File: src/rtl/core/dcri_pkg.sv
// Shared types and constants for the degree count / run index block.
// Used by dcri_front, dcri_queue, dcri_back and degree_count_run_index.
package dcri_pkg;

  localparam int VERTICES   = 65536;
  localparam int COUNT_BITS = 24;
  localparam int ADDR_W     = $clog2(VERTICES);

  localparam int VTX_W = 16;
  localparam int IDX_W = 25;
  localparam int DEG_W = 24;
  localparam int KIND_W = 2;

  localparam int QDEPTH = 4;
  localparam int QPTR_W = 2;

  localparam logic [COUNT_BITS-1:0] CNT_MAX = {COUNT_BITS{1'b1}};
  localparam logic [IDX_W-1:0]      IDX_MAX = {IDX_W{1'b1}};
  localparam logic [ADDR_W-1:0]     ADDR_LAST = ADDR_W'(VERTICES - 1);

  localparam logic CMD_EDGE = 1'b0;
  localparam logic CMD_READ = 1'b1;

  localparam logic [KIND_W-1:0] KIND_RUN = 2'd0;
  localparam logic [KIND_W-1:0] KIND_END = 2'd1;
  localparam logic [KIND_W-1:0] KIND_DEG = 2'd2;

  // Classified item handed from front to back.
  typedef struct packed {
    logic             cmd;
    logic [VTX_W-1:0] vertex;
    logic             last_edge;
    logic             run_start;
    logic [IDX_W-1:0] start_idx;
    logic [IDX_W-1:0] total;
  } qent_t;

  typedef struct packed {
    logic [KIND_W-1:0] kind;
    logic [VTX_W-1:0]  vertex;
    logic [IDX_W-1:0]  edge_index;
    logic [DEG_W-1:0]  degree;
    logic              last;
  } res_t;

  function automatic logic in_range(input logic [VTX_W-1:0] v);
    in_range = (32'(v) < 32'(VERTICES));
  endfunction

endpackage

File: src/rtl/core/dcri_queue.sv
// Short FIFO of classified items between front and back.
// Depends on dcri_pkg.
module dcri_queue (
  input  logic            clk,
  input  logic            rst,
  input  logic            wr,
  input  dcri_pkg::qent_t wdata,
  output logic            full,
  input  logic            rd,
  output logic            not_empty,
  output dcri_pkg::qent_t rdata
);

  dcri_pkg::qent_t             slots [dcri_pkg::QDEPTH];
  logic [dcri_pkg::QPTR_W-1:0] wptr;
  logic [dcri_pkg::QPTR_W-1:0] rptr;
  logic [dcri_pkg::QPTR_W:0]   count;

  assign full      = (count == (dcri_pkg::QPTR_W + 1)'(dcri_pkg::QDEPTH));
  assign not_empty = (count != '0);
  assign rdata     = slots[rptr];

  always_ff @(posedge clk) begin
    if (wr) begin
      slots[wptr] <= wdata;
    end
  end

  always_ff @(posedge clk) begin
    if (rst) begin
      wptr  <= '0;
      rptr  <= '0;
      count <= '0;
    end else begin
      if (wr) begin
        wptr <= wptr + 1'b1;
      end
      if (rd) begin
        rptr <= rptr + 1'b1;
      end
      case ({wr, rd})
        2'b10:   count <= count + 1'b1;
        2'b01:   count <= count - 1'b1;
        default: count <= count;
      endcase
    end
  end

endmodule

File: config.mk
export PLATFORM = sky130hd
export DESIGN_NAME = dcri_queue
export DESIGN_NICKNAME = d
export VERILOG_FILES = /design/src/rtl/core/dcri_pkg.sv /design/src/rtl/core/dcri_queue.sv
export SDC_FILE = /design/constraint.sdc
export NUM_CORES = 1
export LEC_CHECK = 0
export BUFFER_PORTS_ARGS = -buffer_cell sky130_fd_sc_hd__buf_4
export CORE_ASPECT_RATIO = 0.9
export CORE_MARGIN = 1.5
export CORE_UTILIZATION = 40
export DETAILED_ROUTE_END_ITERATION = 6
export HOLD_SLACK_MARGIN = 0.12
export MAX_ROUTING_LAYER = met4
export SYNTH_ARGS = -nofsm -noshare
export SYNTH_HDL_FRONTEND = slang
export SYNTH_SLANG_ARGS = --single-unit
File: constraint.sdc
create_clock -name clk -period 5.1 [get_ports clk]
set_clock_uncertainty 0.1 [all_clocks]
set_input_delay 0.765 -clock clk [delete_from_list [all_inputs] [get_ports clk]]
set_output_delay 0.765 -clock clk [all_outputs]
set_load 0.01 [all_outputs]
# [After elaboration in Yosys (flattened, before gate mapping)]
# Memory sizes are Yosys's and may differ from the RTL's. A register that Yosys moved wholly into a read port is not among the register bits.
# Cells that the tools add are included.
[word_totals] regBits=7 word_cells=18 in_bits=73 out_inout_bits=71 ramBits=276 mem_count=1
[mem_list] name="slots" depth=4 word_bits=69 read_ports=1 rd_ports_with_merged_regs=1 write_ports=1 line="dcri_queue.sv:14" text="dcri_pkg::qent_t slots [dcri_pkg::QDEPTH];"
[op_classes] add_sub_neg=4 eq_ne=3 n_reduce_logical=2 muxes=5
[ops] operator="3-bit one-hot mux with 2 select lines" n=1
[ops] operator="2-bit by 1-bit adder with 2-bit output (second input constant)" n=2
[ops] operator="2-bit two-way mux" n=2
[ops] operator="3-bit by 1-bit adder with 3-bit output (second input constant)" n=1
[ops] operator="3-bit == test (second input constant)" n=1
[ops] operator="3-bit nonzero test" n=1
[ops] operator="3-bit by 1-bit subtractor with 3-bit output (second input constant)" n=1
[ops] operator="2-bit by 1-bit == test with 1-bit output (second input constant)" n=1
[ops] operator="2-bit == test (second input constant)" n=1
[ops] operator="1-bit two-way mux" n=2
[ops] operator="2-bit nonzero test" n=1

# [Depth between registers and ports, before layout]
# Gate-level depths: netlist of run 1.
[logic_depth] word_depth=3 ltp_mapped=7 mapped_depth_nobuf=7

# [Worst setup path after synthesis of run 1]
# Ideal clock, no wire load.
[synth_path] path_kind="input port to flip-flop" from="input wr" to="memory slots[0][0] (netlist name), enable pin" path_slack_ns=2.183 arrival_time_ns=2.383 cell_stages=1 t_required_ns=4.566 path_buffers=0 setup_ns=0.434 path_cell_list="and2_1"
[synth_via] elab_chain_cells=2
[synth_rtl] element="start, declared" line="dcri_queue.sv:6" text="input logic wr,"
[synth_rtl] element="1-bit two-way mux" line="dcri_queue.sv:24" text="if (wr) begin"
[synth_rtl] element="1-bit two-way mux (not written as such)" line="dcri_queue.sv:25" text="slots[wptr] <= wdata;"
[synth_rtl] element="end, declared" line="dcri_queue.sv:14"
# No other way between the ends.

==> flow_summary.toml, run 1 <==
[global_route]
grt_pass1_vias = 4944
grt_overflow = 0
grt_pass1_wl_um = 28110
grt_max_degree = 70
grt.total_usage = 0.1412
antenna_found_initial = 0

[sta]
rsz0062_at_grt = "no"
fin_crit_sh = 0.6974
min_period_ns = 3.557
worst_slew_pin_slew_ns = 1.134
slew_violations = 0
fin_setup_tns_ns = 0
relSlewSlack = 0.2439
hold_viol_final = 0
setup_viol_count_final = 0
fmax_mhz = 281.1

[clocking]
clockRootBuffer = "clkbuf_16"
cts_buffer_depth = 3
cts_sinks = 285
cts-resized-gates = 0
holdBufCountCts = 0
cts.reportedPaths.clkPinSlew_ns = 0.06
cts_tree = "yes"
clock_latency_ns = 0.54
post_cts_buffers = 0
htreeDepth = 1
cts_inserted_buffers = 29

[route]
route.detailed.drc = 0
routed_wirelength_um = 18550
wl_per_cell_um = 19.88
firstDrtPassIters = 4
viasPerCell = 5.036
drt_iter0_markers = 300
antenna_left = 0
vias = 4699

[floorplan]
initial_utilization = 0.4107
ioPinCount = 144
die_h_um = 156.0
dieArea_um2 = 26980
fp.dieW_um = 173.0
num_rows = 55
core_um2 = 25320

[min_path]
hold_path_depth = 1
hp-class = "in2reg"

[cells_and_area]
mostFrequentLayoutCells = "edfxtp_1, buf_4, mux4_2"
register_area_um2 = 8476
multi_input_comb_area_um2 = 1793
drive_gt1_frac = 0.4518
final_util = 0.5062
final_common_cell = "edfxtp_1"
area_growth_pct = 23.26
fillers = 2063
final_nets = 647
num_antenna_cells = 0

[synthesis]
yosysWarnings = 0
synth-edff-count = 276
yosys.area.top_type = "edfxtp_1"
ys_ff_latch = 285
synth_cell_types = 21
syn-num-nets = 487
synth_area_leaders = "edfxtp_1, mux4_2, dfxtp_1"
synthesis.area_um2 = 10400
synth_top_area_share = 0.7969
netlist_instances = 408
ys_async_sr_fraction = 0
syn_area_per_cell_um2 = 25.49
ys_seq_area_frac = 0.8142
synth_ff_type = "edfxtp_1"

[power]
total_power_mw = 5.445
power-per-cell-area_nw_per_um2 = 424.8
ir_drop_v = 0.0002144
comb_power_share = 0.093
p_int_mw = 4.309
seqPwrFrac = 0.506
p_sw_mw = 1.136
power_leakage_nw = 4.318
clkPwrFrac = 0.401
swShare = 0.2086

[run]
maxCapViolCount = 0

[placed_design]
dpl.hpwl_um = 10530
gp_congestion = 0.6861
io_buffers = 143

[critical_path]
reg2reg_depth = 4
end_kind = "output port"
crit_type = "reg2out"
worstPathCellList = "buf_4, mux4_2, buf_4"
arrival_ns = 2.69
cp-start-kind = "flop"
max_stage_delay_ns = 0.96
crit_slowest_cell = "dfxtp_4"
worst_ep_required_time_ns = 4.24
cp_max_fo = 44
cpMostUsedCell = "buf_4"

[run_status]
status = "completed"
[per-layer routing]
metal  vias to the layer above  GRT usage  routed length, um
met2                       143     0.2214               8801
met5                         -          -                  0
li1                       2047          -                  -
met1                      2483     0.1824               8080
met4                         0    0.03520                328
met3                        26    0.04191               1339
[cell usage after synthesis (2+ instances only)]
master / count
a21oi_1: 2
and2_1: 4
buf_12: 2
buf_2: 3
buf_4: 5
clkbuf_1: 6
dfxtp_1: 9
edfxtp_1: 276
ha_1: 5
inv_1: 6
mux4_2: 69
nor2_1: 8
or3_1: 2
xnor2_1: 2
xor2_1: 3
[flip-flops by register name, summed over array words and instances, names as in the netlist, named ones only]
| register | cells |
|---|---|
| slots | 276 |
| count | 3 |
| rptr | 2 |
| wptr | 2 |
[worst paths after layout]
kind | startpoint | end | slack, ns
max reg2reg | wptr[0] | slots[0][49] | 2.93
min | wdata[13] | slots[1][13] | 0.32
min reg2reg | count[1] | count[1] | 0.43
max | flop | rdata[34] | 1.54
[area by class of cell]
cell class                 instances  area share
inverter                           6    0.001757
clock buffer                      37     0.06130
sequential                       285      0.6612
multi-input combinational        100      0.1399
timing repair buffer             146     0.08551
tap                              342     0.03338
clock inverter                    17     0.01698
[power groups by stage]
stage	Clock, mW	Combinational (mW)	Sequential, mW
finish	2.18	0.505	2.76
global route	2.32	0.546	2.77
CTS	2.23	0.519	2.76
detailed placement	0	0.517	2.81
global placement	0	0.506	2.80
floorplan	0	0.303	2.76
[critical path, delay by kind of cell (launching register included)]
kind | cells | cell delay (ns)
buf+inv | 2 | 0.61
flops | 1 | 0.96
mux | 1 | 0.56
[through the flow]
| stage | std cells | hold WS [ns] | setup slack (ns) | cell area [um2] |
|---|---|---|---|---|
| after floorplan | 408 | 0.3619 | 2.183 | 10400 |
| after global placement | 879 | 0.3704 | 2.009 | 11820 |
| after detailed placement | 879 | 0.4036 | 1.989 | 11820 |
| after CTS | 933 | 0.2973 | 1.400 | 12820 |
| after global routing | 933 | 0.3021 | 1.282 | 12820 |
| final | 933 | 0.3235 | 1.543 | 12820 |
[cell families after synthesis]
| family | share of synthesized area |
|---|---|
| flip-flops | 0.8142 |
| multiplexers | 0.1504 |
| AND/OR/NAND/NOR | 0.007459 |
| XOR/XNOR | 0.004212 |
| AO/OA/AOI/OAI | 0.001443 |
| adder cells (fa/ha/maj) | 0.007940 |
| buffers and inverters | 0.01432 |
No activity file was read; power rests on OpenSTA's default activity.
==> inputs of run 2 (changes only) <==
==> constraint.sdc (replaced) <==
create_clock -name clk -period 3.3 [get_ports clk]
set_clock_uncertainty 0.1 [all_clocks]
set_input_delay 0.495 -clock clk [delete_from_list [all_inputs] [get_ports clk]]
set_output_delay 0.495 -clock clk [all_outputs]
set_load 0.01 [all_outputs]
==> flow_summary.toml, run 2 (synthesis gave the netlist of run 1 again) <==
[run_status]
status = "completed"

[power]
ir_drop_v = 0.0004527
power-per-cell-area_nw_per_um2 = 599.8
power_leakage_nw = 4.571

[clocking]
holdBufCountCts = 70
cts_tree = "yes"
cts-resized-gates = 0
clockRootBuffer = "clkbuf_16"
cts_sinks = 285
clock_latency_ns = 0.53
cts.reportedPaths.clkPinSlew_ns = 0.06
cts_inserted_buffers = 29
post_cts_buffers = 0
cts_buffer_depth = 3
htreeDepth = 1

[critical_path]
worst_ep_required_time_ns = 2.70
cp_max_fo = 42
end_kind = "output port"
cp-start-kind = "flop"
arrival_ns = 2.14
path_delay_family = "flip-flops"
crit_slowest_cell = "dfxtp_4"
reg2reg_depth = 4
timing.rr.end = "slots[2][55]"
worstPathCellList = "buf_12, mux4_2, buf_4"
cp.buffers_inverters = 2
worst_r2r_startpoint = "wptr[0]"
max_stage_delay_ns = 0.64
r2r_slack_ns = 1.43
crit_type = "reg2out"

[cells_and_area]
drive_gt1_frac = 0.3906
fin_area_um2 = 13490
final_common_cell = "edfxtp_1"
fillers = 2009
final_nets = 721
area_growth_pct = 29.70
mostFrequentLayoutCells = "edfxtp_1, buf_4, dlygate4sd3_1"
num_antenna_cells = 0
instances_no_fill = 1005
largest_reg_flops = 276
top_regs = "slots: 276 flops, count: 3 flops"
largest_register = "slots"

[global_route]
grt_max_degree = 43
grt.total_usage = 0.1523
grt_overflow = 0
grt_pass1_vias = 5463
grt_pass1_wl_um = 30480
antenna_found_initial = 0

[placed_design]
io_buffers = 143
placed_area_um2 = 11930
numPlacedInstances = 883
dpl.hpwl_um = 11070
gp_congestion = 0.6936

[route]
wl_per_cell_um = 19.67
routed_wirelength_um = 19770
vias = 4958
antenna_left = 0
firstDrtPassIters = 4
route.detailed.drc = 0
drt_iter0_markers = 260
viasPerCell = 4.933

[sta]
worst_slew_pin_slew_ns = 0.5122
fmax_mhz = 365.8
fin_crit_sh = 0.8284
hold_viol_final = 0
rsz0062_at_grt = "no"
fin_setup_tns_ns = 0
relSlewSlack = 0.6585
setup_viol_count_final = 0
slew_violations = 0
min_period_ns = 2.734

[floorplan]
dieArea_um2 = 26980
initial_utilization = 0.4107
fp.dieW_um = 173.0
num_rows = 55
die_h_um = 156.0
core_um2 = 25320
ioPinCount = 144

[min_path]
hp-class = "in2reg"
min_from = "wr"
hold_path_depth = 3
holdPathEnd = "wptr[1]"

[run]
maxCapViolCount = 0
## run 2: changes by cell type in the layout (fill, tap and decap cells not counted), sizes merged
cell,previous run,this run
dlygate4sd3,0,70
bufinv,5,1
clkbuf,37,46
inv,8,7
buf,146,150
clkinv,10,4
## run 2: layout make-up
class                           count  area [um2]  area share
Clock buffer                       46       799.5     0.05927
Clock inverter                      6       56.30    0.004174
Inverter                            6       22.52    0.001670
Multi-Input combinational cell    100        1793      0.1329
Sequential cell                   285        8476      0.6283
Tap cell                          342       427.9     0.03172
Timing Repair Buffer              220        1914      0.1419
## run 2: tightest hold or removal path: cells and delay by family
kind | cells | cell delay [ns]
mux | 1 | 0.08
simple gates | 1 | 0.07
buf+inv | 1 | 0.13
## run 2: per-layer routing
| metal | GRT usage | vias up | routed length [um] |
|---|---|---|---|
| met2 | 0.2596 | 129 | 9988 |
| met1 | 0.1932 | 2611 | 8698 |
| met5 | - | - | 0 |
| met4 | 0.03395 | 0 | 323 |
| li1 | - | 2198 | - |
| met3 | 0.02632 | 20 | 760 |
## run 2: how the worst max path moves through the flow
stage / depth (start not counted) / slack, ns / end
after detailed placement: 3 / 1.09 / rdata[66]
after floorplan: 3 / 0.61 / slots[0][0]
final: 3 / 0.57 / rdata[66]
after global placement: 3 / 1.10 / rdata[66]
after CTS: 3 / 0.51 / rdata[66]
after global routing: 3 / 0.48 / rdata[66]
## run 2: power by group
part	switching (mW)	total, mW	internal (mW)
registers	0.0582	4.21	4.15
clock network	1.23	2.96	1.72
logic	0.420	0.922	0.502
total	1.71	8.09	6.38
## run 2: metrics by stage
| stage | hold WS, ns | setup WS [ns] | power (mW) | util |
|---|---|---|---|---|
| final | 0.1810 | 0.5663 | 8.090 | 0.5327 |
| after global routing | 0.1816 | 0.4826 | 8.408 | 0.5327 |
| after CTS | 0.1592 | 0.5079 | 8.216 | 0.5327 |
| after detailed placement | 0.4181 | 1.094 | 5.162 | 0.4712 |
| after global placement | 0.3741 | 1.097 | 5.139 | 0.4712 |
| after floorplan | 0.3619 | 0.6060 | 4.734 | - |
==> inputs of run 3 (changes only) <==
==> constraint.sdc (replaced) <==
create_clock -name clk -period 2.3 [get_ports clk]
set_clock_uncertainty 0.1 [all_clocks]
set_input_delay 0.345 -clock clk [delete_from_list [all_inputs] [get_ports clk]]
set_output_delay 0.345 -clock clk [all_outputs]
set_load 0.01 [all_outputs]
==> flow_summary.toml, run 3 (synthesis gave the netlist of run 1 again) <==
[run_status]
status = "finished, violations left"
violations = "setup timing"

[clocking]
cts_sinks = 285
clock_latency_ns = 0.52
cts_inserted_buffers = 29
cts_buffer_depth = 3
clockRootBuffer = "clkbuf_16"
cts.reportedPaths.clkPinSlew_ns = 0.06
htreeDepth = 1
cts_tree = "yes"

[cells_and_area]
area_growth_pct = 37.10
drive_gt1_frac = 0.4131
final_common_cell = "edfxtp_1"
final_nets = 742
fin_area_um2 = 14260
largest_register = "slots"
instances_no_fill = 1028
mostFrequentLayoutCells = "edfxtp_1, buf_4, dlygate4sd3_1"
fillers = 1939
largest_reg_flops = 276
top_regs = "slots: 276 flops, count: 3 flops"

[critical_path]
cp.buffers_inverters = 3
crit_type = "reg2out"
crit_slowest_cell = "mux4_2"
worst_ep_required_time_ns = 1.86
worst_r2r_startpoint = "wptr[0]"
worstPathCellList = "buf_12, buf_16, mux4_2, buf_6"
worst-path-stages = 4
crit_path_end = "rdata[13]"
path_delay_family = "multiplexers"
cp-start-kind = "flop"
max_stage_delay_ns = 0.56
reg2reg_depth = 4
end_kind = "output port"
timing.rr.end = "slots[0][62]"
arrival_ns = 1.94
r2r_slack_ns = 0.56
cp_max_fo = 7

[global_route]
grt.total_usage = 0.1682
grt_pass1_vias = 5626
antenna_found_initial = 1
grt_overflow = 0
grt_max_degree = 42
grt_pass1_wl_um = 33050

[placed_design]
numPlacedInstances = 889
gp_congestion = 0.7166
io_buffers = 143
dpl.hpwl_um = 11670
placed_area_um2 = 12050

[power]
seqPwrFrac = 0.495
clkPwrFrac = 0.367
p_sw_mw = 2.610
p_int_mw = 9.559
power-per-cell-area_nw_per_um2 = 853.4
swShare = 0.2145
ir_drop_v = 0.0005783
power_leakage_nw = 4.892
comb_power_share = 0.139

[sta]
fin_ws_ns = -0.08416
relSlewSlack = 0.7137
fmax_mhz = 419.4
setup_viol_count_final = 55
hold_viol_final = 0
min_period_ns = 2.384
slew_violations = 0
rsz0062_at_grt = "yes"
fin_crit_sh = 1.037
fin_hold_ws_ns = 0.4333
worst_slew_pin_slew_ns = 0.4295

[route]
vias = 5093
routed_wirelength_um = 21860
firstDrtPassIters = 4
route.detailed.drc = 0
antenna_left = 0
viasPerCell = 4.954
drt_iter0_markers = 371
wl_per_cell_um = 21.27

[floorplan]
die_h_um = 156.0
num_rows = 55
dieArea_um2 = 26980
core_um2 = 25320
fp.dieW_um = 173.0
ioPinCount = 144
initial_utilization = 0.4107

[run]
maxCapViolCount = 0

[min_path]
hp-class = "reg2reg"
==> run 3: cell types whose count changed in the layout (fill, tap and decap cells not counted), sizes merged <==
cell         delta
diode           +1
dlygate4sd3     +3
buf            +14
clkinv          +4
bufinv          +1
==> run 3: what timing repair did <==
action | in CTS | in global routing
buffers inserted | 3 | 0
endpoints found under the setup margin | 68 | 67
gates resized for setup | 70 | 7
endpoints found under the hold margin | 285 | 0
hold buffers | 73 | 0
cloned | 5 | 4
==> run 3: routing by layer <==
layer,GRT usage,vias up,part of all wire
met5,-,-,0
met4,0.03437,0,0.018
met3,0.03021,32,0.041
met2,0.2753,143,0.49
met1,0.2238,2664,0.45
li1,-,2254,-
==> run 3: final cells by class <==
cell class	instances	area (um2)	share of cell area
flip-flops and latches	285	8476	0.5944
repair buffers	241	2628	0.1843
multi-input cells	100	1793	0.1257
clock buffers	42	804.5	0.05642
well taps	342	427.9	0.03001
clock inverters	11	105.1	0.007371
inverters	6	22.52	0.001579
diodes	1	2.502	0.0001755
==> run 3: through the flow <==
step	util	power, mW	setup TNS, ns	setup WS (ns)
floorplan	-	6.785	0	0.3589
global placement	0.4759	7.412	0	0.3593
detailed placement	0.4759	7.446	0	0.3074
CTS	0.5580	12.27	-5.481	-0.1441
global route	0.5630	12.60	-7.553	-0.1605
finish	0.5630	12.17	-2.987	-0.08416
==> run 3: worst min-delay path by stage <==
stage	start	end	slack, ns	cells after the start
after floorplan	wdata[0]	slots[0][0]	0.34	0
after global routing	wdata[26]	slots[0][26]	0.44	2
after detailed placement	count[2]	count[2]	0.42	2
after global placement	count[2]	count[2]	0.37	2
final	count[2]	count[2]	0.43	2
after CTS	wdata[20]	slots[0][20]	0.43	2
==> run 3: power groups by stage <==
stage / Combinational (mW) / Sequential [mW] / Clock, mW
2_1_floorplan: 0.674 / 6.11 / 0
3_3_place_gp: 1.30 / 6.11 / 0
3_5_place_dp: 1.32 / 6.13 / 0
5_1_grt: 1.80 / 6.04 / 4.76
4_1_cts: 1.66 / 6.02 / 4.58
6_report: 1.69 / 6.02 / 4.46
==> run 3: worst min-delay path, cell delays in order, from the launching register on <==
cell and delay, ns:
dfxtp_1 0.34, o21ai_0 0.08, a21oi_1 0.07
