**config.mk**
```make
export PLATFORM = sky130hd
export DESIGN_NAME = dcri_front
export DESIGN_NICKNAME = d
export VERILOG_FILES = /design/src/rtl/core/dcri_pkg.sv /design/src/rtl/core/dcri_front.sv
export SDC_FILE = /design/constraint.sdc
export NUM_CORES = 1
export LEC_CHECK = 0
export BUFFER_PORTS_ARGS = -buffer_cell sky130_fd_sc_hd__buf_4
export CORE_MARGIN = 2
export CORE_UTILIZATION = 30
export CTS_BUF_LIST = sky130_fd_sc_hd__clkbuf_8 sky130_fd_sc_hd__clkbuf_16
export CTS_CLUSTER_SIZE = 25
export DETAILED_ROUTE_END_ITERATION = 12
export PLACE_DENSITY = 0.55
export SYNTH_ARGS = -nofsm -noshare
export SYNTH_HDL_FRONTEND = slang
export SYNTH_SLANG_ARGS = --single-unit
```
**constraint.sdc**
```tcl
create_clock -name clk -period 2.48 [get_ports clk]
set_input_delay 0.124 -clock clk [delete_from_list [all_inputs] [get_ports clk]]
set_output_delay 0.124 -clock clk [all_outputs]
set_load 0.05 [all_outputs]
```
**src/rtl/core/dcri_pkg.sv**
```systemverilog
// Shared types and constants for the degree count / run index block.
// Used by dcri_front, dcri_queue, dcri_back and degree_count_run_index.
package dcri_pkg;

  localparam int VERTICES   = 65536;
  localparam int COUNT_BITS = 24;
  localparam int ADDR_W     = $clog2(VERTICES);

  localparam int VTX_W = 16;
  localparam int IDX_W = 25;
  localparam int DEG_W = 24;
  localparam int KIND_W = 2;

  localparam int QDEPTH = 4;
  localparam int QPTR_W = 2;

  localparam logic [COUNT_BITS-1:0] CNT_MAX = {COUNT_BITS{1'b1}};
  localparam logic [IDX_W-1:0]      IDX_MAX = {IDX_W{1'b1}};
  localparam logic [ADDR_W-1:0]     ADDR_LAST = ADDR_W'(VERTICES - 1);

  localparam logic CMD_EDGE = 1'b0;
  localparam logic CMD_READ = 1'b1;

  localparam logic [KIND_W-1:0] KIND_RUN = 2'd0;
  localparam logic [KIND_W-1:0] KIND_END = 2'd1;
  localparam logic [KIND_W-1:0] KIND_DEG = 2'd2;

  // Classified item handed from front to back.
  typedef struct packed {
    logic             cmd;
    logic [VTX_W-1:0] vertex;
    logic             last_edge;
    logic             run_start;
    logic [IDX_W-1:0] start_idx;
    logic [IDX_W-1:0] total;
  } qent_t;

  typedef struct packed {
    logic [KIND_W-1:0] kind;
    logic [VTX_W-1:0]  vertex;
    logic [IDX_W-1:0]  edge_index;
    logic [DEG_W-1:0]  degree;
    logic              last;
  } res_t;

  function automatic logic in_range(input logic [VTX_W-1:0] v);
    in_range = (32'(v) < 32'(VERTICES));
  endfunction

endpackage

```
**src/rtl/core/dcri_front.sv**
```systemverilog
// Front end: accepts input words, tracks runs and edge indexing, pushes
// classified items into the queue. Depends on dcri_pkg.
module dcri_front (
  input  logic                      clk,
  input  logic                      rst,
  input  logic                      s_tvalid,
  output logic                      s_tready,
  input  logic [dcri_pkg::VTX_W-1:0] vertex_in,
  input  logic                      cmd_in,
  input  logic                      last_in,
  input  logic                      q_full,
  input  logic                      clear_busy,
  output logic                      q_wr,
  output dcri_pkg::qent_t           q_wdata
);

  logic [dcri_pkg::VTX_W-1:0] prev_vertex;
  logic                       have_prev;
  logic [dcri_pkg::IDX_W-1:0] edge_counter;
  logic [dcri_pkg::IDX_W-1:0] total;
  logic                       is_edge;

  assign s_tready = !q_full && !clear_busy;
  assign q_wr     = s_tvalid && s_tready;
  assign is_edge  = (cmd_in == dcri_pkg::CMD_EDGE);

  assign total = (edge_counter == dcri_pkg::IDX_MAX) ? edge_counter
                                                     : edge_counter + 1'b1;

  always_comb begin
    q_wdata.cmd       = cmd_in;
    q_wdata.vertex    = vertex_in;
    q_wdata.last_edge = last_in;
    q_wdata.run_start = !have_prev || (vertex_in != prev_vertex);
    q_wdata.start_idx = edge_counter;
    q_wdata.total     = total;
  end

  always_ff @(posedge clk) begin
    if (rst) begin
      prev_vertex  <= '0;
      have_prev    <= 1'b0;
      edge_counter <= '0;
    end else if (q_wr && is_edge) begin
      prev_vertex <= vertex_in;
      if (last_in) begin
        // end of list: restart indexing
        have_prev    <= 1'b0;
        edge_counter <= '0;
      end else begin
        have_prev    <= 1'b1;
        edge_counter <= total;
      end
    end
  end

endmodule

```
After elaboration in Yosys (flattened, before gate mapping) --
Index checks and enable logic that the tools add are counted.
Word-level totals: register bits 42, input port bits 23, output and inout bits 71, logic and storage cells 17
Operators by class: mux-type cells 3, $add $sub $neg 1, reductions and logical operators 7, bitwise operators 1, equal/unequal tests 2
Operators by type and width (count):
- $mux 25 | 2
- $add 25x1->25 const B | 1
- $eq 25x25->1 const B | 1
- $ne 16x16->1 | 1
- $logic_and 1x1->1 | 3
- $logic_not 1->1 | 3
- $logic_or 1x1->1 | 1
- $mux 1 | 1
- $not 1->1 | 1

Depth between registers and ports, before layout --
Gate-level depths: netlist (run 1).
depth in word-level cells 4, mapped depth 9, depth with buffers taken out 6

Least setup slack after synthesis (run 1) --
No wires, ideal clock.
path type reg-to-output, start reg edge_counter[13] in the netlist's numbering, end out q_wdata[10] in the netlist's numbering, stages on the path, launching flop included 8, arrival 2.942 ns, slack -0.586 ns, buffers on the path 2, data required time 2.356 ns, cells stage by stage dfxtp_1 > buf_2 > nand3_2 > or4_4 > buf_6 > o21ai_1 > nor2_1 > xnor2_1
RTL lines:
- start: declaration | RTL line dcri_front.sv:19 | logic [dcri_pkg::IDX_W-1:0] edge_counter;
- start signal: assignment | RTL line dcri_front.sv:52 | edge_counter <= total;
- end: declaration | RTL line dcri_front.sv:14 | output dcri_pkg::qent_t q_wdata

==> metrics.md, run 1 <==
| Metric | Value |
|---|---|
| Status | finished, final reports clean |
| Die W | 99.11 µm |
| Worst-path clk slew | 0.09 ns |
| Max Transition Viols Final | 0 |
| Vias/cell | 5.142 |
| Syn avg cell area | 7.645 µm² |
| Number of library cell types mapped by synthesis | 47 |
| Post-synth ARST share | 0% |
| Syn Nets | 379 |
| Reg2reg start | edge_counter[9] |
| Pwr Density | 338.9 nW/µm² |
| Cts hold-fix bufs | 0 |
| Reg-to-reg slack, setup | 0.27 ns |
| Peak supply drop | 165.2 µV |
| Area leader, netlist | dfxtp_1 |
| WL/cell | 15.17 µm |
| Global-route wire length before repair | 13230 µm |
| Most frequent cells in the layout | buf_4, nand2_1, dfxtp_1, a21oi_1, xnor2_1 |
| Tot Pwr | 0.001355 W |
| Final Instance Count excl. Fillers | 557 |
| Total track usage | 16.64% |
| Reg2Reg Depth | 5 |
| Max clock buf depth | 2 |
| Routed WL | 8447 µm |
| Slew @ Worst Pin | 0.6324 ns |
| Synthesis-to-layout area growth | 47.35% |
| Fill cell count | 885 |
| Worst-path maximum fanout | 6 |
| #FFs+latches synth | 42 |
| Dpl cell area | 3714 µm² |
| Post-layout util | 45.63% |
| Clk Latency, worst-skew pair | 0.31 ns |
| Worst setup path class | reg -> out |
| Synth area leaders | dfxtp_1, xnor2_1, nand2_1 |
| Hold Path Class | in -> reg |
| CTS Sinks | 42 |
| Gate Count Post-Synth | 355 |
| Period utilisation layout | 98.58% |
| Port Buffers | 93 |
| # IOs | 94 |
| Hold Crit Endpoint | prev_vertex[14] |
| DRC violations left | 0 |
| Post-route design area | 3999 µm² |
| Layout Skew | 0.009960 ns |
| Setup crit start kind | flop |
| Vias in the first global route | 2635 |
| EDFF count, synth | 0 |
| CTS tree | yes |
| Clk root buf | clkbuf_8 |
| Post-synthesis sequential area ratio | 30.98% |
| Die area | 9823 µm² |
| Worst path arrival time | 2.32 ns |
| Most common cell after layout, fill and taps aside | buf_4 |
| Max cap viols | 0 |
| Initial Utilization | 30.97% |
| Core Footprint | 8763 µm² |
| Worst hold start | vertex_in[14] |
| Post-synth top area share | 30.98% |
| CP Capture Type | primary output |
| Synthesis Warnings | 0 |
| RSZ-0062 raised after global routing | true |
| H-tree Lvls | 2 |
| Final setup viols | 0 |
| Final count of hold timing violations | 0 |
| CP required | 2.36 ns |
| Leakage power | 1.611 nW |
| Slew margin rel. | 57.69% |
| Syn Std Cell Area | 2714 µm² |
| Dpl hpwl | 5997 µm |
| Vias | 2864 |
| Share of cells above drive strength 1 | 41.87% |
| Hold depth | 3 |
| First-pass DRT Iterations | 4 |
| Cts bufs inserted | 5 |
| Max Clock Freq | 409.0 MHz |
| Global placement routability congestion | 0.7993 |
| Reg-to-reg endpoint | edge_counter[17] |
| Largest net degree at the start of global routing | 31 |
| # diodes | 0 |
| Overflow after GRT | 0 |
| Nets | 472 |
| Final min period | 2.445 ns |
| Placed cell count | 536 |
| Primary FF master, synth | dfxtp_1 |
| Number of DRC markers in iteration 0 | 202 |
| # rows | 34 |
| Post-route ant nets | 0 |
| Die Span Y | 99.11 µm |
| Initial antenna violation count | 0 |
==> state kept, by name, summed over array words and instances (netlist names) <==
register	cells
edge_counter	25
have_prev	1
prev_vertex	16
==> report_power, final <==
| group | switching [W] | internal [W] | total (W) |
|---|---|---|---|
| registers | 0.00000447 | 0.000672 | 0.000677 |
| logic | 0.000124 | 0.0000706 | 0.000195 |
| clock network | 0.000279 | 0.000205 | 0.000483 |
| total | 0.000408 | 0.000948 | 0.00136 |
==> cell usage after synthesis (3+ instances only) <==
cell type,n
and3_1,6
nand4_1,7
clkbuf_1,17
nor3_1,4
nand2_1,59
inv_1,4
nor4_1,7
dfxtp_1,42
nand3b_1,3
nand3_1,12
nand2b_1,4
buf_2,4
a31oi_1,17
o21ai_0,11
nor2b_1,3
or4_1,3
o211ai_1,6
nor2_1,22
buf_4,18
a21oi_1,24
a21o_1,4
or3_1,8
and4_1,3
xnor2_1,30
xor2_1,8
==> per-stage QoR <==
step                setup slack, ns   TNS, ns  hold WS, ns
floorplan                  -0.02301  -0.09360       0.2600
global placement             0.2243         0       0.3969
detailed placement           0.1951         0       0.4045
CTS                        0.001418         0      0.06332
global route               -0.06212   -0.2266      0.07680
finish                      0.03525         0      0.07082
==> kinds of logic (layout without fill, tap and decap cells) <==
kind of cell	Yosys count	in the layout	share of synthesized area, %
AO/OA/AOI/OAI	75	75	17.15
XOR/XNOR	38	38	12.26
adder cells (fa/ha/maj)	1	1	0.4610
buffers and inverters	45	137	9.451
flip-flops	42	42	30.98
multiplexers	1	1	0.3688
AND/OR/NAND/NOR	153	155	29.32
==> per-layer routing <==
metal | up-vias | share of wire, % | GRT usage, % | wire [µm]
met3 | 9 | 5.3 | 3.162 | 451
li1 | 1419 | - | - | -
met4 | 0 | 1.1 | 4.636 | 89
met1 | 1352 | 45 | 21.83 | 3819
met5 | - | 0 | 0 | 0
met2 | 84 | 48 | 28.01 | 4086
==> worst max-delay path by stage <==
| stage | slack (ns) | startpoint | to | cells after the start |
|---|---|---|---|---|
| final | 0.04 | edge_counter[16] | q_wdata[17] | 6 |
| after global routing | -0.06 | edge_counter[9] | q_wdata[17] | 6 |
| after CTS | 0.001 | edge_counter[9] | q_wdata[1] | 7 |
| after detailed placement | 0.20 | edge_counter[13] | q_wdata[12] | 6 |
| after global placement | 0.22 | edge_counter[13] | q_wdata[12] | 6 |
| after floorplan | -0.02 | edge_counter[19] | q_wdata[17] | 8 |
==> worst max-delay path: stages, from the launching register on <==
cell	delay, ns
dfxtp_4	0.40
nand3_2	0.13
or4_4	0.55
or3_4	0.45
nand2_1	0.13
xnor2_2	0.12
buf_4	0.22
==> layout make-up <==
| type | count | area (µm²) | area share [%] |
|---|---|---|---|
| timing repair buffer | 125 | 968.4 | 24.22 |
| sequential | 42 | 875.8 | 21.90 |
| inverter | 4 | 15.01 | 0.3755 |
| multi-input combinational | 270 | 1912 | 47.81 |
| clock buffer | 5 | 68.82 | 1.721 |
| clock inverter | 3 | 23.77 | 0.5945 |
| tap | 108 | 135.1 | 3.379 |
==> what timing repair did <==
item                                    in CTS  in global routing
buffers inserted                             3                  8
pin swaps                                    1                  6
resized for setup                            7                 18
hold endpoints to repair                     0                  0
endpoints found under the setup margin      11                 18
cloned                                       0                  2
Power figures use the tool's default switching activity.
==> run 2: changes to the inputs <==
==> constraint.sdc (replaced) <==
create_clock -name clk -period 2.48 [get_ports clk]
set_input_delay 0.744 -clock clk [delete_from_list [all_inputs] [get_ports clk]]
set_output_delay 0.744 -clock clk [all_outputs]
set_load 0.05 [all_outputs]
==> run 2 against run 1 <==
The run now ends with negative setup slack left. Fmax decreased by 16%. Sequential power decreased by 2%. Clock-buffer cell count unchanged. Combinational power increased by 15%. Flip-flop and latch count unchanged. Via count increased by 6.3%. Sequential share of layout area decreased by 3.4 points. Register-to-register slack improved by 0.07 ns. Final area increased by 24%. Utilization increased by 11 points. Largest cell class unchanged.
==> metrics.md, run 2 (synthesized netlist as in run 1, its figures left out) <==
| Metric | Value |
|---|---|
| P_int | 0.001051 W (+11%) |
| Post-route design area | 4959 µm² (+24%) |
| Pwr Density | 293.3 nW/µm² (-13%) |
| # IOs | 94 (unchanged) |
| Fill cell count | 799 (-9.7%) |
| Worst path arrival time | 2.17 ns (-0.15 ns) |
| Setup tns final | -7.924 ns (-7.924 ns) |
| Initial Utilization | 30.97% (unchanged) |
| Vias/cell | 5.008 (-2.6%) |
| Initial antenna violation count | 0 (unchanged) |
| Worst setup path class | reg -> out |
| Most frequent cells in the layout | buf_4, nand2_1, buf_6, a21oi_1, dfxtp_4 |
| CP cell instances | nand3_4, or4_4, or3_4, nand2_4, xnor2_4, buf_6 |
| Status | finished with violations |
| Number of DRC markers in iteration 0 | 85 (-58%) |
| Period utilisation layout | 117.3% (+19 points) |
| Die area | 9823 µm² (unchanged) |
| Core Footprint | 8763 µm² (unchanged) |
| Vias in the first global route | 3007 (+14%) |
| Hold Path Class | reg -> reg |
| Final Instance Count excl. Fillers | 608 (+9.2%) |
| Dpl hpwl | 6748 µm (+13%) |
| Clk Latency, worst-skew pair | 0.30 ns (about the same) |
| # rows | 34 (unchanged) |
| Total track usage | 18.40% (+1.8 points) |
| Routed WL | 8957 µm (+6.0%) |
| Placed cell count | 592 (+10%) |
| Global placement routability congestion | 0.7839 (-1.9%) |
| Worst-path maximum fanout | 7 (+1) |
| Top Registers | edge_counter (25), prev_vertex (16), have_prev (1) |
| Dpl cell area | 4402 µm² (+19%) |
| Leakage power | 2.061 nW (+28%) |
| Largest net degree at the start of global routing | 31 (unchanged) |
| Setup crit start kind | flop |
| Max Clock Freq | 343.7 MHz (-16%) |
| Max Transition Viols Final | 0 (unchanged) |
| CP Capture Type | primary output |
| Most common cell after layout, fill and taps aside | buf_4 |
| Part of the power in registers | 45.7% (-4.2 points) |
| Worst-path clk slew | 0.09 ns (about the same) |
| # diodes | 0 (unchanged) |
| Net Sw Frac | 27.75% (-2.3 points) |
| Post-layout util | 56.58% (+11 points) |
| Vias | 3045 (+6.3%) |
| Cts hold-fix bufs | 0 (unchanged) |
| Max clock buf depth | 2 (unchanged) |
| Slowest stage cell, crit path | or4_4 |
| Post-route ant nets | 0 (unchanged) |
| Failing checks | negative setup slack |
| Cts bufs inserted | 5 (unchanged) |
| Share of cells above drive strength 1 | 57.20% (+15 points) |
| Nets | 523 (+11%) |
| Final min period | 2.910 ns (+0.4650 ns) |
| WP buf/inv | 1 (unchanged) |
| Overflow after GRT | 0 (unchanged) |
| Layout Skew | 0.004946 ns (-0.005014 ns) |
| Die W | 99.11 µm (unchanged) |
| CTS Sinks | 42 (unchanged) |
| RSZ-0062 raised after global routing | true |
| Critical path's top delay family | simple AND/OR/NAND/NOR gates |
| Slew @ Worst Pin | 0.6913 ns (+0.05891 ns) |
| CTS tree | yes |
| Slew margin rel. | 53.91% (-3.8 points) |
| Global-route wire length before repair | 14660 µm (+11%) |
| Tot Pwr | 0.001454 W (+7.3%) |
| WL/cell | 14.73 µm (-2.9%) |
| Final setup viols | 24 (+24) |
| Max cap viols | 0 (unchanged) |
| Worst Slack Setup Final | -0.4297 ns (-0.4650 ns) |
| CP required | 1.74 ns (-0.62 ns) |
| Peak supply drop | 210.0 µV (+27%) |
| Clock power frac | 38.8% (+3.1 points) |
| Share of power burned in combinational logic | 15.5% (+1.1 points) |
| DRC violations left | 0 (unchanged) |
| Die Span Y | 99.11 µm (unchanged) |
| Sw Pwr | 0.0004037 W (-0.97%) |
| Most flops, register | edge_counter |
| Final count of hold timing violations | 0 (unchanged) |
| Max reg flops | 25 (unchanged) |
| Clk root buf | clkbuf_8 |
| Synthesis-to-layout area growth | 82.71% |
| Port Buffers | 93 (unchanged) |
| Max stage delay on crit path | 0.56 ns (about the same) |
| First-pass DRT Iterations | 4 (unchanged) |
| H-tree Lvls | 2 (unchanged) |
## run 2: cell count changes in the layout (fill, tap and decap cells not counted), moves of 5 or more
| cell | previous run | this run |
|---|---|---|
| buf_4 | 117 | 144 |
| buf_6 | 8 | 32 |
| dfxtp_4 | 7 | 19 |
| xnor2_1 | 19 | 7 |
| dfxtp_1 | 28 | 18 |
| nand2_1 | 58 | 52 |
| nor2_4 | 0 | 6 |
| xnor2_2 | 8 | 14 |
| xnor2_4 | 3 | 9 |
| nand2_4 | 0 | 5 |
## run 2: metal layers
metal | GRT usage [%] | share of wire [%]
met5 | 0 | 0
met4 | 4.531 | 2.1
met3 | 2.670 | 4.8
met2 | 32.90 | 50
met1 | 23.33 | 43
## run 2: cell type report
cell class / count / area [µm²] / area share, %
multi-input combinational: 268 / 2301 / 46.40
inverter: 4 / 15.01 / 0.3028
tap: 108 / 135.1 / 2.725
clock inverter: 3 / 43.79 / 0.8832
sequential: 42 / 918.4 / 18.52
clock buffer: 5 / 68.82 / 1.388
timing repair buffer: 178 / 1476 / 29.78
## run 2: timing repair
action	4_1_cts	5_1_grt
gates resized for setup	43	38
setup endpoints to repair	26	26
pin swaps	6	18
setup buffers	4	6
## run 2: through the flow
stage	hold slack (ns)	setup WS, ns
6_report	0.4732	-0.4297
5_1_grt	0.5027	-0.4881
4_1_cts	0.4706	-0.4463
2_1_floorplan	0.4399	-0.4374
3_5_place_dp	0.4593	-0.1568
3_3_place_gp	0.4547	-0.1597
## run 2: worst paths after layout
kind	startpoint	slack, ns	end	depth (start not counted)
max	edge_counter[15]	-0.43	q_wdata[17]	6
min	prev_vertex[5]	0.47	prev_vertex[5]	2
max reg2reg	edge_counter[15]	0.34	edge_counter[12]	6
min reg2reg	prev_vertex[5]	0.47	prev_vertex[5]	2
## run 2: power groups by stage
| stage | logic, W | registers, W | clock network (W) |
|---|---|---|---|
| 3_5_place_dp | 0.000212 | 0.000680 | 0 |
| 3_3_place_gp | 0.000211 | 0.000679 | 0 |
| 4_1_cts | 0.000216 | 0.000664 | 0.000572 |
| 2_1_floorplan | 0.000138 | 0.000680 | 0 |
| 5_1_grt | 0.000238 | 0.000666 | 0.000602 |
| 6_report | 0.000225 | 0.000665 | 0.000565 |
## run 2: worst min-delay path, stage by stage (launching register included)
cell and delay (ns):
dfxtp_1 0.33, nand2_1 0.05, a21oi_1 0.05
==> run 3: changes to the inputs <==
--- a/config.mk
+++ b/config.mk
@@ -11,7 +11,8 @@
 export CTS_BUF_LIST = sky130_fd_sc_hd__clkbuf_8 sky130_fd_sc_hd__clkbuf_16
 export CTS_CLUSTER_SIZE = 25
 export DETAILED_ROUTE_END_ITERATION = 12
-export PLACE_DENSITY = 0.55
+export PLACE_DENSITY = 0.52
+export SKIP_LAST_GASP = 1
 export SYNTH_ARGS = -nofsm -noshare
 export SYNTH_HDL_FRONTEND = slang
 export SYNTH_SLANG_ARGS = --single-unit
==> run 3 against run 2 <==
The flow still finishes with violations (negative setup slack). Hold slack about the same. Global-route usage increased by 0.56 points. Setup slack about the same. Final area increased by 1.7%. Clock power decreased by 5.3%. Sequential share of layout area decreased by 0.26 points. Total power decreased by 2.9%. Register-to-register slack got worse by 0.21 ns. Largest power group unchanged.
==> metrics.md, run 3 (synthesized netlist as in run 1, its figures left out) <==
| Metric | Value |
|---|---|
| Status | finished with violations |
| Failing checks | negative setup slack |
| Share of cells above drive strength 1 | 57.82% (+0.62 points) |
| Slew margin rel. | 57.88% (+4.0 points) |
| Worst-path maximum fanout | 5 (-2) |
| First-pass DRT Iterations | 4 (unchanged) |
| Cts bufs inserted | 5 (unchanged) |
| Post-route ant nets | 0 (unchanged) |
| Vias/cell | 4.979 (-0.59%) |
| Reg2Reg Depth | 8 (+2) |
| Die W | 99.11 µm (unchanged) |
| Worst path arrival time | 2.17 ns (about the same) |
| Hold Path Class | reg -> reg |
| CTS Sinks | 42 (unchanged) |
| Worst setup path class | reg -> out |
| Global-route wire length before repair | 15030 µm (+2.5%) |
| WP buf/inv | 2 (+1) |
| WL/cell | 15.00 µm (+1.8%) |
| Nets | 528 (+0.96%) |
| Critical path's top delay family | simple AND/OR/NAND/NOR gates |
| Clk Latency, worst-skew pair | 0.30 ns (about the same) |
| Pwr Density | 280.2 nW/µm² (-4.5%) |
| Port Buffers | 93 (unchanged) |
| Top Registers | edge_counter (25), prev_vertex (16), have_prev (1) |
| Cts hold-fix bufs | 0 (unchanged) |
| # diodes | 0 (unchanged) |
| # rows | 34 (unchanged) |
| Largest net degree at the start of global routing | 24 (-23%) |
| Final min period | 2.910 ns (+0.0003800 ns) |
| RSZ-0062 raised after global routing | true |
| Max Transition Viols Final | 0 (unchanged) |
| Final count of hold timing violations | 0 (unchanged) |
| Period utilisation layout | 117.3% (about the same) |
| Stages on worst setup path | 7 (+1) |
| Post-layout util | 57.54% (+0.96 points) |
| Post-route design area | 5042 µm² (+1.7%) |
| Die area | 9823 µm² (unchanged) |
| Layout Skew | 0.006298 ns (+0.001352 ns) |
| Max Clock Freq | 343.6 MHz (about the same) |
| CP required | 1.74 ns (about the same) |
| Final Instance Count excl. Fillers | 613 (+0.82%) |
| Reg-to-reg endpoint | edge_counter[12] |
| Clk root buf | clkbuf_8 |
| Dpl hpwl | 6814 µm (+0.97%) |
| DRC violations left | 0 (unchanged) |
| Most flops, register | edge_counter |
| # IOs | 94 (unchanged) |
| Most common cell after layout, fill and taps aside | buf_4 |
| Initial Utilization | 30.97% (unchanged) |
| Overflow after GRT | 0 (unchanged) |
| Max clock buf depth | 2 (unchanged) |
| Global placement routability congestion | 0.9122 (+16%) |
| Number of DRC markers in iteration 0 | 108 (+27%) |
| Max cap viols | 0 (unchanged) |
| Die Span Y | 99.11 µm (unchanged) |
| Max stage delay on crit path | 0.54 ns (-0.02 ns) |
| Total track usage | 18.97% (+0.56 points) |
| H-tree Lvls | 2 (unchanged) |
| Synthesis-to-layout area growth | 85.80% |
| Final setup viols | 26 (+8.3%) |
| Vias | 3052 (+0.23%) |
| Worst Slack Setup Final | -0.4301 ns (-0.0003800 ns) |
| Hold slack | 0.4735 ns (+0.0003540 ns) |
| Reg2reg start | edge_counter[16] |
| Leakage power | 2.097 nW (+1.7%) |
| CP Capture Type | primary output |
| Peak supply drop | 230.4 µV (+9.7%) |
| Max reg flops | 25 (unchanged) |
| Slew @ Worst Pin | 0.6318 ns (-0.05952 ns) |
| Core Footprint | 8763 µm² (unchanged) |
| CP most frequent cell | buf_6 |
| Slowest stage cell, crit path | or4_4 |
| CTS tree | yes |
| Reg-to-reg slack, setup | 0.13 ns (-0.21 ns) |
| Dpl cell area | 4377 µm² (-0.57%) |
| Most frequent cells in the layout | buf_4, nand2_1, buf_6, a21oi_1, dfxtp_4 |
| Setup crit start kind | flop |
| Hold Crit Endpoint | prev_vertex[4] |
| Post-Place Setup Slack | -0.1612 ns (-0.004374 ns) |
| Worst-path clk slew | 0.09 ns (about the same) |
| CP cell instances | nand3_4, or4_4, buf_6, o21ai_4, nor2_2, xnor2_4, buf_6 |
| Vias in the first global route | 2962 (-1.5%) |
| Routed WL | 9197 µm (+2.7%) |
| Worst hold start | prev_vertex[4] |
| Hold depth | 2 (unchanged) |
| Placed cell count | 587 (-0.84%) |
| Initial antenna violation count | 0 (unchanged) |
run 3: cell count changes in the layout (fill, tap and decap cells not counted), sizes merged:
cell and change:
clkbuf +1, buf +5, bufinv -1
run 3: where the power goes:
group | switching [W] | internal (W) | total (W) | leakage (nW)
logic | 0.000132 | 0.0000830 | 0.000215 | 1.68
clock network | 0.000273 | 0.000262 | 0.000535 | 0.0567
registers | 0.00000509 | 0.000658 | 0.000663 | 0.357
total | 0.000410 | 0.00100 | 0.00141 | 2.10
run 3: routing by layer:
metal	share of wire, %	vias up	global-route usage [%]
li1	-	1527	-
met1	45	1434	24.95
met2	50	80	32.95
met3	4.0	11	2.530
met4	1.5	0	4.742
met5	0	-	0
run 3: repair_timing:
item                       4_1_cts  5_1_grt
buffers inserted                12        7
setup endpoints to repair       26       26
gates cloned                     1        0
resized for setup               70       30
pin swaps                       16       21
run 3: how the worst max path moves through the flow:
stage                          start          end  slack (ns)
floorplan           edge_counter[10]  q_wdata[17]       -0.44
global placement    edge_counter[16]  q_wdata[14]       -0.17
detailed placement  edge_counter[16]  q_wdata[14]       -0.16
CTS                 edge_counter[16]  q_wdata[17]       -0.43
global route         edge_counter[8]   q_wdata[7]       -0.49
finish              edge_counter[16]  q_wdata[10]       -0.43
run 3: metrics by stage:
step | TNS, ns | power [W]
after detailed placement | -1.926 | 0.0008880
after floorplan | -6.329 | 0.0008178
after global routing | -10.09 | 0.001474
after global placement | -1.910 | 0.0008870
final | -8.206 | 0.001413
after CTS | -8.593 | 0.001427
run 3: worst register-to-register path: stages, from the launching register on:
cell     delay, ns
dfxtp_4       0.37
nand3_4       0.08
or4_4         0.54
or3_4         0.45
buf_4         0.17
buf_2         0.14
buf_4         0.15
a21o_1        0.15
a31oi_1       0.22
run 3: cell type report:
| type | instances | area, µm² |
|---|---|---|
| Clock buffer | 6 | 93.84 |
| Clock inverter | 2 | 13.76 |
| Fill cell | 766 | 3721 |
| Inverter | 4 | 15.01 |
| Multi-Input combinational cell | 268 | 2300 |
| Sequential cell | 42 | 920.9 |
| Tap cell | 108 | 135.1 |
| Timing Repair Buffer | 183 | 1564 |
